## src/hdl/ilp_pkg.sv

```systemverilog
`default_nettype none

package ilp_pkg;

  typedef enum logic [5:0] {
    PH_WS   = 6'b000001,
    PH_SIGN = 6'b000010,
    PH_ZERO = 6'b000100,
    PH_HEX  = 6'b001000,
    PH_DEC  = 6'b010000,
    PH_DROP = 6'b100000
  } phase_t;

  localparam logic [7:0] CH_SPACE = 8'h20;
  localparam logic [7:0] CH_TAB   = 8'h09;
  localparam logic [7:0] CH_MINUS = 8'h2D;
  localparam logic [7:0] CH_PLUS  = 8'h2B;
  localparam logic [7:0] CH_LX    = 8'h78;
  localparam logic [7:0] CH_UX    = 8'h58;
  localparam logic [7:0] CH_ZERO  = 8'h30;
  localparam logic [7:0] CH_ONE   = 8'h31;
  localparam logic [7:0] CH_NINE  = 8'h39;
  localparam logic [7:0] CH_LA    = 8'h61;
  localparam logic [7:0] CH_LF    = 8'h66;
  localparam logic [7:0] CH_UA    = 8'h41;
  localparam logic [7:0] CH_UF    = 8'h46;
  localparam logic [7:0] COUNT_CAP = 8'd255;

  typedef struct packed {
    phase_t      phase;
    logic        negative;
    logic [31:0] accumulator;
    logic        seen_digit;
    logic        overflow_seen;
  } parse_state_t;

  typedef struct packed {
    logic        success;
    logic [31:0] value;
    logic        overflowed;
    logic [7:0]  consumed;
  } parse_result_t;

  localparam parse_state_t STATE_CLEAR = '{
    phase: PH_WS, negative: 1'b0, accumulator: 32'd0,
    seen_digit: 1'b0, overflow_seen: 1'b0
  };

  // Returns the digit value in the low nibble and a valid flag on top.
  function automatic logic [4:0] hex_digit(input logic [7:0] c);
    logic [7:0] d;
    begin
      d = 8'd0;
      if (c >= CH_ZERO && c <= CH_NINE) begin
        d = c - CH_ZERO;
        hex_digit = {1'b1, d[3:0]};
      end else if (c >= CH_LA && c <= CH_LF) begin
        d = c - CH_LA + 8'd10;
        hex_digit = {1'b1, d[3:0]};
      end else if (c >= CH_UA && c <= CH_UF) begin
        d = c - CH_UA + 8'd10;
        hex_digit = {1'b1, d[3:0]};
      end else begin
        hex_digit = 5'd0;
      end
    end
  endfunction

endpackage

`default_nettype wire

```

## src/hdl/ilp_in_stage.sv

```systemverilog
`default_nettype none

module ilp_in_stage (
  input  wire logic       clk,
  input  wire logic       rst,
  input  wire logic       in_valid,
  output logic            in_ready,
  input  wire logic [7:0] character,
  input  wire logic       is_final,
  input  wire logic       advance,
  output logic            s_valid,
  output logic [7:0]      s_char,
  output logic            s_fin
);

  // The held beat leaves whenever the step stage can move on.
  assign in_ready = !s_valid || advance;

  always_ff @(posedge clk) begin
    if (rst) begin
      s_valid <= 1'b0;
    end else if (in_ready) begin
      s_valid <= in_valid;
    end
  end

  always_ff @(posedge clk) begin
    if (in_valid && in_ready) begin
      s_char <= character;
      s_fin  <= is_final;
    end
  end

endmodule

`default_nettype wire

```

## src/hdl/ilp_step.sv

```systemverilog
`default_nettype none

module ilp_step #(
  parameter int MAX_COUNT = 255,
  parameter int CW = $clog2(MAX_COUNT + 1)
) (
  input  wire ilp_pkg::parse_state_t cur,
  input  wire logic [CW-1:0]         count,
  input  wire logic [7:0]            c,
  input  wire logic                  fin,
  output ilp_pkg::parse_state_t      nxt,
  output logic [CW-1:0]              count_next,
  output logic                       emit,
  output ilp_pkg::parse_result_t     result
);
  import ilp_pkg::*;

  logic        is_digit;
  logic        is_nonzero;
  logic [7:0]  dig_byte;
  logic [35:0] dec_sum;
  logic [4:0]  hex_d;
  logic        fits;
  logic        dropping;
  logic [CW+7:0] cnt_ext;

  assign is_digit   = (c >= CH_ZERO) && (c <= CH_NINE);
  assign is_nonzero = (c >= CH_ONE) && (c <= CH_NINE);
  assign dig_byte   = c - CH_ZERO;
  // acc * 10 + d as two shifted copies of the accumulator.
  assign dec_sum = {1'b0, cur.accumulator, 3'b000} + {3'b000, cur.accumulator, 1'b0}
                 + {32'd0, dig_byte[3:0]};
  assign hex_d = hex_digit(c);

  always_comb begin
    parse_state_t s;
    s        = cur;
    fits     = 1'b0;
    dropping = 1'b0;
    unique case (cur.phase)
      PH_WS, PH_SIGN: begin
        if (cur.phase == PH_WS && (c == CH_SPACE || c == CH_TAB)) begin
          fits = 1'b1;
        end else if (cur.phase == PH_WS && c == CH_MINUS) begin
          s.negative = 1'b1;
          s.phase    = PH_SIGN;
          fits       = 1'b1;
        end else if (cur.phase == PH_WS && c == CH_PLUS) begin
          s.phase = PH_SIGN;
          fits    = 1'b1;
        end else if (c == CH_ZERO) begin
          s.accumulator = 32'd0;
          s.seen_digit  = 1'b1;
          s.phase       = PH_ZERO;
          fits          = 1'b1;
        end else if (is_nonzero) begin
          s.accumulator   = dec_sum[31:0];
          s.overflow_seen = cur.overflow_seen || (dec_sum[35:32] != 4'd0);
          s.seen_digit    = 1'b1;
          s.phase         = PH_DEC;
          fits            = 1'b1;
        end
      end
      PH_ZERO: begin
        if (c == CH_LX || c == CH_UX) begin
          s.seen_digit  = 1'b0;
          s.accumulator = 32'd0;
          s.phase       = PH_HEX;
          fits          = 1'b1;
        end else if (is_digit) begin
          s.accumulator   = dec_sum[31:0];
          s.overflow_seen = cur.overflow_seen || (dec_sum[35:32] != 4'd0);
          s.seen_digit    = 1'b1;
          s.phase         = PH_DEC;
          fits            = 1'b1;
        end
      end
      PH_HEX: begin
        if (hex_d[4]) begin
          s.overflow_seen = cur.overflow_seen || (cur.accumulator[31:28] != 4'd0);
          s.accumulator   = {cur.accumulator[27:0], hex_d[3:0]};
          s.seen_digit    = 1'b1;
          fits            = 1'b1;
        end
      end
      PH_DEC: begin
        if (is_digit) begin
          s.accumulator   = dec_sum[31:0];
          s.overflow_seen = cur.overflow_seen || (dec_sum[35:32] != 4'd0);
          s.seen_digit    = 1'b1;
          fits            = 1'b1;
        end
      end
      default: begin
        // Drop phase, and any code that should never appear.
        dropping = 1'b1;
      end
    endcase

    count_next = count;
    if (fits && (count < CW'(MAX_COUNT))) begin
      count_next = count + 1'b1;
    end

    // The result reflects the state after this byte when it fits.
    cnt_ext = {8'd0, count_next};
    if (s.seen_digit) begin
      result.success    = 1'b1;
      result.value      = s.negative ? (32'd0 - s.accumulator) : s.accumulator;
      result.overflowed = s.overflow_seen;
      result.consumed   = (cnt_ext > (CW+8)'(COUNT_CAP)) ? COUNT_CAP : cnt_ext[7:0];
    end else begin
      result = '0;
    end

    if (dropping) begin
      emit = 1'b0;
      nxt  = fin ? STATE_CLEAR : cur;
    end else if (fits) begin
      emit = fin;
      nxt  = fin ? STATE_CLEAR : s;
    end else begin
      emit = 1'b1;
      nxt  = s;
      nxt.phase = PH_DROP;
      if (fin) begin
        nxt = STATE_CLEAR;
      end
    end
    // Every final byte closes the string, so the count starts over.
    if (fin) begin
      count_next = '0;
    end
  end

endmodule

`default_nettype wire

```

## src/hdl/integer_literal_parser_top.sv

```systemverilog
`default_nettype none

// Streaming parser for signed decimal or 0x/0X hexadecimal integer literals.
// One character is taken per cycle while the output is not stalled; the beat that
// ends the literal passes the input register, then the string's single result is
// held in the result register. The per-character state update is a shift-add of
// the 32-bit accumulator, computed combinationally.
// Leading spaces and tabs and one sign are accepted; the first unfitting
// byte ends the literal and later bytes are dropped through the final flag.
module integer_literal_parser_top #(
  parameter int MAX_COUNT = 255
) (
  input  wire logic        clk,
  input  wire logic        rst,
  input  wire logic        in_valid,
  output logic             in_ready,
  input  wire logic [7:0]  character,
  input  wire logic        is_final,
  output logic             out_valid,
  input  wire logic        out_ready,
  output logic             success,
  output logic signed [31:0] value,
  output logic             overflowed,
  output logic [7:0]       consumed
);
  import ilp_pkg::*;

  localparam int CW = $clog2(MAX_COUNT + 1);

  logic          s_valid;
  logic [7:0]    s_char;
  logic          s_fin;
  logic          out_free;
  logic          fire;
  parse_state_t  st;
  parse_state_t  st_next;
  logic [CW-1:0] count;
  logic [CW-1:0] count_next;
  logic          emit;
  parse_result_t res;

  assign out_free = !out_valid || out_ready;
  assign fire     = s_valid && out_free;

  ilp_in_stage u_in (
    .clk       (clk),
    .rst       (rst),
    .in_valid  (in_valid),
    .in_ready  (in_ready),
    .character (character),
    .is_final  (is_final),
    .advance   (out_free),
    .s_valid   (s_valid),
    .s_char    (s_char),
    .s_fin     (s_fin)
  );

  ilp_step #(
    .MAX_COUNT (MAX_COUNT),
    .CW        (CW)
  ) u_step (
    .cur        (st),
    .count      (count),
    .c          (s_char),
    .fin        (s_fin),
    .nxt        (st_next),
    .count_next (count_next),
    .emit       (emit),
    .result     (res)
  );

  always_ff @(posedge clk) begin
    if (rst) begin
      st    <= STATE_CLEAR;
      count <= '0;
    end else if (fire) begin
      st    <= st_next;
      count <= count_next;
    end
  end

  always_ff @(posedge clk) begin
    if (rst) begin
      out_valid <= 1'b0;
    end else if (out_free) begin
      out_valid <= fire && emit;
    end
  end

  always_ff @(posedge clk) begin
    if (fire && emit) begin
      success    <= res.success;
      value      <= res.value;
      overflowed <= res.overflowed;
      consumed   <= res.consumed;
    end
  end

endmodule

`default_nettype wire

```

## config.mk

```make
export PLATFORM = sky130hd
export DESIGN_NAME = integer_literal_parser_top
export DESIGN_NICKNAME = d
export VERILOG_FILES = /design/src/hdl/ilp_pkg.sv /design/src/hdl/ilp_in_stage.sv /design/src/hdl/ilp_step.sv /design/src/hdl/integer_literal_parser_top.sv
export SDC_FILE = /design/constraint.sdc
export NUM_CORES = 1
export LEC_CHECK = 0
export BUFFER_PORTS_ARGS = -buffer_cell sky130_fd_sc_hd__buf_2
export CORE_MARGIN = 4
export CORE_UTILIZATION = 51
export CTS_CLUSTER_SIZE = 30
export DETAILED_ROUTE_END_ITERATION = 10
export PLACE_DENSITY = 0.78
export SYNTH_ARGS = -nofsm -noshare
export SYNTH_HDL_FRONTEND = slang
export SYNTH_SLANG_ARGS = --single-unit
```

## constraint.sdc

```tcl
create_clock -name clk -period 11.9 [get_ports clk]
set_input_delay 1.785 -clock clk [delete_from_list [all_inputs] [get_ports clk]]
set_output_delay 1.785 -clock clk [all_outputs]
set_load 0.03 [all_outputs]
```

## After elaboration in Yosys (flattened, before gate mapping)

Index checks and enable logic that the tools add are counted.

| operators by class | value |
|---|---|
| add/subtract/negate cells | 9 |
| order comparisons | 8 |
| eq/ne operators | 16 |
| multiplexer cells | 43 |
| reduce and logical (&&, ||, !) cells | 26 |

Operators with widths:

| kind | number |
|---|---|
| $mux 41 | 6 |
| $mux 34 | 5 |
| $pmux 34 s4 | 1 |
| $mux 33 | 2 |
| $mux 42 | 1 |
| $add 35x33->36 | 1 |
| $add 36x4->36 | 1 |
| $mux 6 | 6 |
| $eq 8x6->1 const B | 4 |
| $mux 32 | 1 |
| $sub 1x32->32 const A | 1 |
| $eq 8x7->1 const B | 2 |
| $ge 8x6->1 const B | 2 |
| $ge 8x7->1 const B | 2 |
| $le 8x7->1 const B | 2 |
| $mux 8 | 2 |
| $mux 5 | 3 |
| $mux 1 | 14 |
| $pmux 6 s2 | 1 |
| $sub 4x1->4 const B | 3 |
| $logic_and 1x1->1 | 11 |
| $add 4x4->4 const B | 2 |
| $add 8x1->8 const B | 1 |
| $eq 8x4->1 const B | 1 |
| 19 further kinds | 27 |

| storage, ports and cells | value |
|---|---|
| flip-flop bits (word level) | 102 |
| output and inout port bits | 44 |
| logic and storage cells | 116 |

## Longest topological paths before layout

| logic depth | value |
|---|---|
| depth after elaboration | 13 |
| mapped depth | 17 |

## Modules after synthesis

From an unflattened synthesis, not the netlist that was laid out.

| unflattened totals | value |
|---|---|
| cells, all modules | 999 |
| area, all modules | 8579.5 um2 |

By module, submodules not included:

| module | times used | cells each | area each (um2) | sequential area each (um2) |
|---|---|---|---|---|
| ilp_step | 1 | 714 | 4805.9 | 0.0 |
| integer_literal_parser_top | 1 | 271 | 3448.3 | 2262.2 |
| ilp_in_stage | 1 | 14 | 325.3 | 290.3 |

## Worst setup path after synthesis

No wires, ideal clock.

| timing path | value |
|---|---|
| kind | register to register |
| start | reg u_in.s_char[3] |
| end | reg value[31] (data pin) |
| setup time | 0.176 ns |
| arrival | 4.311 ns |
| slack | 7.413 ns |
| stages on the path, launching flop included | 17 |
| path buffers | 1 |
| period minus slack after synthesis | 4.487 ns |
| cell sequence | edfxtp_1 -> buf_4 -> inv_1 -> fa_1 -> inv_1 -> fa_1 -> a21o_1 -> a31o_1 -> a211oi_2 -> o211ai_1 -> xnor2_1 -> a221oi_1 -> nand2_1 -> nor4_1 -> nand2_1 -> o311a_1 -> nor4_1 |

| on the way | value |
|---|---|
| cells in the longest elaborated chain, start to end | 10 |

RTL lines:

| element | RTL line | text |
|---|---|---|
| from (decl) | ilp_in_stage.sv:12 | `output logic [7:0] s_char,` |
| from (signal assigned) | ilp_in_stage.sv:29 | `s_char <= character;` |
| $sub 4x1->4, or another cell as far along | ilp_pkg.sv:55, ilp_step.sv:29 |  |
| $add 36x4->36 / $logic_and 1x1->1 (equally long branches) | ilp_step.sv:32, ilp_step.sv:28 |  |
| $mux 34 | ilp_step.sv:56 | `end else if (is_nonzero) begin` |
| $mux 33 | ilp_step.sv:51 | `end else if (c == CH_ZERO) begin` |
| $mux 34 | ilp_step.sv:48 | `end else if (cur.phase == PH_WS && c == CH_PLUS) begin` |
| $mux 34 | ilp_step.sv:44 | `end else if (cur.phase == PH_WS && c == CH_MINUS) begin` |
| $mux 41 | ilp_step.sv:42 | `if (cur.phase == PH_WS && (c == CH_SPACE \|\| c == CH_TAB)) begin` |
| $pmux 34 s4 | ilp_step.sv:40 | `unique case (cur.phase)` |
| $sub 1x32->32 | ilp_step.sv:109 | `result.value = s.negative ? (32'd0 - s.accumulator) : s.accumulator;` |
| $mux 32 | ilp_step.sv:109 |  |
| to (signal assigned) | integer_literal_parser_top.sv:93 | `value <= res.value;` |
| to (decl) | integer_literal_parser_top.sv:22 | `output logic signed [31:0] value,` |

Parallel ways exist; a longest one is shown, timed or not. The select of a mux whose other input is x is not followed.
A chain may end at the register's enable or synchronous reset.

## Worst setup path after layout

Same ends and word-level chain as after synthesis.

==> results.toml <==
[outcome]
outcome = "finished clean"

[critical_path]
critPathArrivalTime_ps = 5540
startpoint_type = "flip-flop"
startpoint = "u_in.s_char[3]"
critPathMaxFanout = 13
cp-end-kind = "flip-flop"
reg2reg_from = "u_in.s_char[3]"
cp.required_ps = 12070
timing_worst_setup_path_type = "flip-flop to flip-flop"

[cts]
clkTransAtPathRegs_ps = 80
cts_resized = 0
cts_sinks = 102
hold_buffers = 0
post-cts-setup-buffers = 0
cts.htree.levels = 3
clk_latency_ps = 360
clock-root-buffer = "clkbuf_16"
clockBufferDepth = 2
tritoncts = "built"
cts_buffers = 9

[detailed_routing]
finalWirelength_um = 21100
drtAntennaViolNets = 0
drt_iter0_markers = 976
avgViaCountPerCell = 6.33
via_count = 7604
wl_per_cell_um = 17.6
drc_errors = 0
drt_first_pass_iters = 6

[grt]
globalRouteMet2Util_pct = 38.0
overflow = 0
grt_usage_pct = 23.3
grt_pass1_vias = 6855
grt.busiest_layer = "met2"
grt_pass1_wl_um = 34500
grt_max_degree = 49
met1_usage_pct = 31.8
antenna_found_initial = 0
use_met3_pct = 2.83

[finish]
nets = 1065
syn_to_final_growth_pct = 8.52
antenna_cells = 0
drive_gt1_share_pct = 12.0

[yosys]
synth.distinct_cells = 91
synth_area_per_cell_sq_um = 8.59
synth_edf_count = 51
syn_inst = 951
yosysWarnings = 0
yosysSeqAreaShare_pct = 31.2
synth_nets = 1036
ys_ff_latch = 102
synth.area.top_cells = "edfxtp_1, dfxtp_1, ha_1"
synth_top_area_cell = "edfxtp_1"
synth.top_cell.area_share_pct = 18.7
synthFlopType = "edfxtp_1"
ys_async_sr_fraction_pct = 0
syn-cell-area_sq_mm = 0.00817

[die]
rows = 46
fp.dieArea_sq_mm = 0.0181
core_area_sq_mm = 0.0158
die_y_um = 135
die_width_um = 135
io_pins = 57
initial_core_util_pct = 51.8

[pwr]
power_mw = 0.765
power_density_mw_per_mm2 = 86.3
vdd_drop_max_uv = 72.2
p_leak_nw = 3.61

[timing]
tightestPinTransition_ps = 1020
timing.fmax_mhz = 186
setup_ws_ps = 6530
min_period_ps = 5370
clock_skew_ps = 14.1
relSlewSlack_pct = 32.2
timing.hold.ws_ps = 529
grt_setup_unrepaired = "no"
drv_slew = 0
hold_viol_final = 0
final-setup-viol-count = 0
post-route-period-util_pct = 45.1
fin_tns_setup_ps = 0

[placed_design]
io_buffers = 56
place_ws_ps = 6710
gp_congestion = 0.977
dpl.hpwl_um = 15500

[run]
maxCapViolations = 0

[min_path]
hold_class = "flip-flop to flip-flop"
hp-start = "st[34]"
power breakdown:
group          internal [mW]  switching [mW]
sequential             0.378         0.00709
clock                  0.154           0.148
combinational         0.0203          0.0573
total                  0.552           0.213
cell usage after synthesis (5+ instances only):
master,number
inv_1,21
nand3_1,16
a221oi_1,5
or2_2,8
a22oi_1,27
a211o_1,6
a31oi_1,14
mux2i_1,6
a21oi_1,90
o211ai_1,8
nand2_1,51
or3_1,12
nor4_1,11
buf_2,7
ha_1,70
and2_1,10
a211oi_1,7
nor2b_1,7
and3_1,10
a22o_1,11
nor3_1,19
o21ai_0,41
o21a_1,9
xor2_1,30
a222oi_1,6
nand4_1,13
clkbuf_1,29
dfxtp_1,51
edfxtp_1,51
buf_6,5
nor2_1,148
xnor2_1,20
nand2b_1,6
o21bai_1,6
a21o_1,18
o31ai_1,7
final cells by class:
cell class,count,area [sq um]
fillers,1430,6910
multi-input cells,782,5320
flip-flops and latches,102,2550
repair buffers,64,340
well taps,216,270
clock buffers,10,239
inverters,21,78.8
clock inverters,6,62.6
routing by layer:
layer | part of all wire [%] | vias to the layer above
li1 | - | 3657
met1 | 44 | 3540
met2 | 46 | 360
met3 | 7.5 | 47
met4 | 2.7 | 0
met5 | 0 | -
path summary, 6_finish.rpt:
path	slack, ps	to	cells past startpoint
max reg2reg	6530	value[31]	15
min reg2reg	530	st[34]	1
min	530	st[34]	1
max	6530	value[31]	15
through the flow:
stage / area, sq um / utilization (%) / std cells
floorplan: 8170 / - / 951
global placement: 8560 / 54.3 / 1185
detailed placement: 8560 / 54.3 / 1185
CTS: 8860 / 56.2 / 1201
global route: 8860 / 56.2 / 1201
finish: 8860 / 56.2 / 1201
cell families (layout without fill, tap and decap cells):
kind of cell | count (synthesis) | count (layout) | synth area share [%]
simple gates | 349 | 349 | 22.0
buf+inv | 67 | 101 | 3.75
mux | 8 | 8 | 1.01
fa+ha+maj | 72 | 72 | 11.2
xor+xnor | 50 | 50 | 5.36
flops | 102 | 102 | 31.2
compound gates | 303 | 303 | 25.4
critical path, stage by stage, from the launching register on:
cell,delay [ps]
edfxtp_1,620
inv_1,160
fa_1,550
inv_1,70
ha_1,310
a211oi_1,370
o211ai_1,260
a211oi_2,380
nor4_1,130
or3_1,370
a311oi_2,390
nand2_1,170
nor4_1,620
nand2_1,170
o311a_1,320
nor4_1,280
registers in the layout, indices dropped and copies added, names as in the netlist:
name,cells
consumed,8
count,8
out_valid,1
overflowed,1
st,41
success,1
u_in.s_char,8
u_in.s_fin,1
u_in.s_valid,1
value,32
cells in the final DEF, fill, tap and decap left out, drive strengths merged, types with 7 or more instances in the layout:
cell type	Yosys	final
buf	16	64
and2	10	10
nand4	14	14
nand2	52	52
dfxtp	51	51
a21o	18	18
a31oi	14	14
xnor2	20	20
xor2	30	30
a211oi	9	9
and3	10	10
edfxtp	51	51
o211ai	8	8
or2	8	8
nor2b	7	7
nand3	16	16
o21ai	42	42
a21oi	91	91
clkbuf	30	10
a22oi	27	27
o31ai	7	7
nor3	24	24
nor2	148	148
or3	13	13
a22o	11	11
nor4	12	12
o21a	9	9
inv	21	25
ha	70	70
Note: power is estimated with default switching activity, not from simulation.
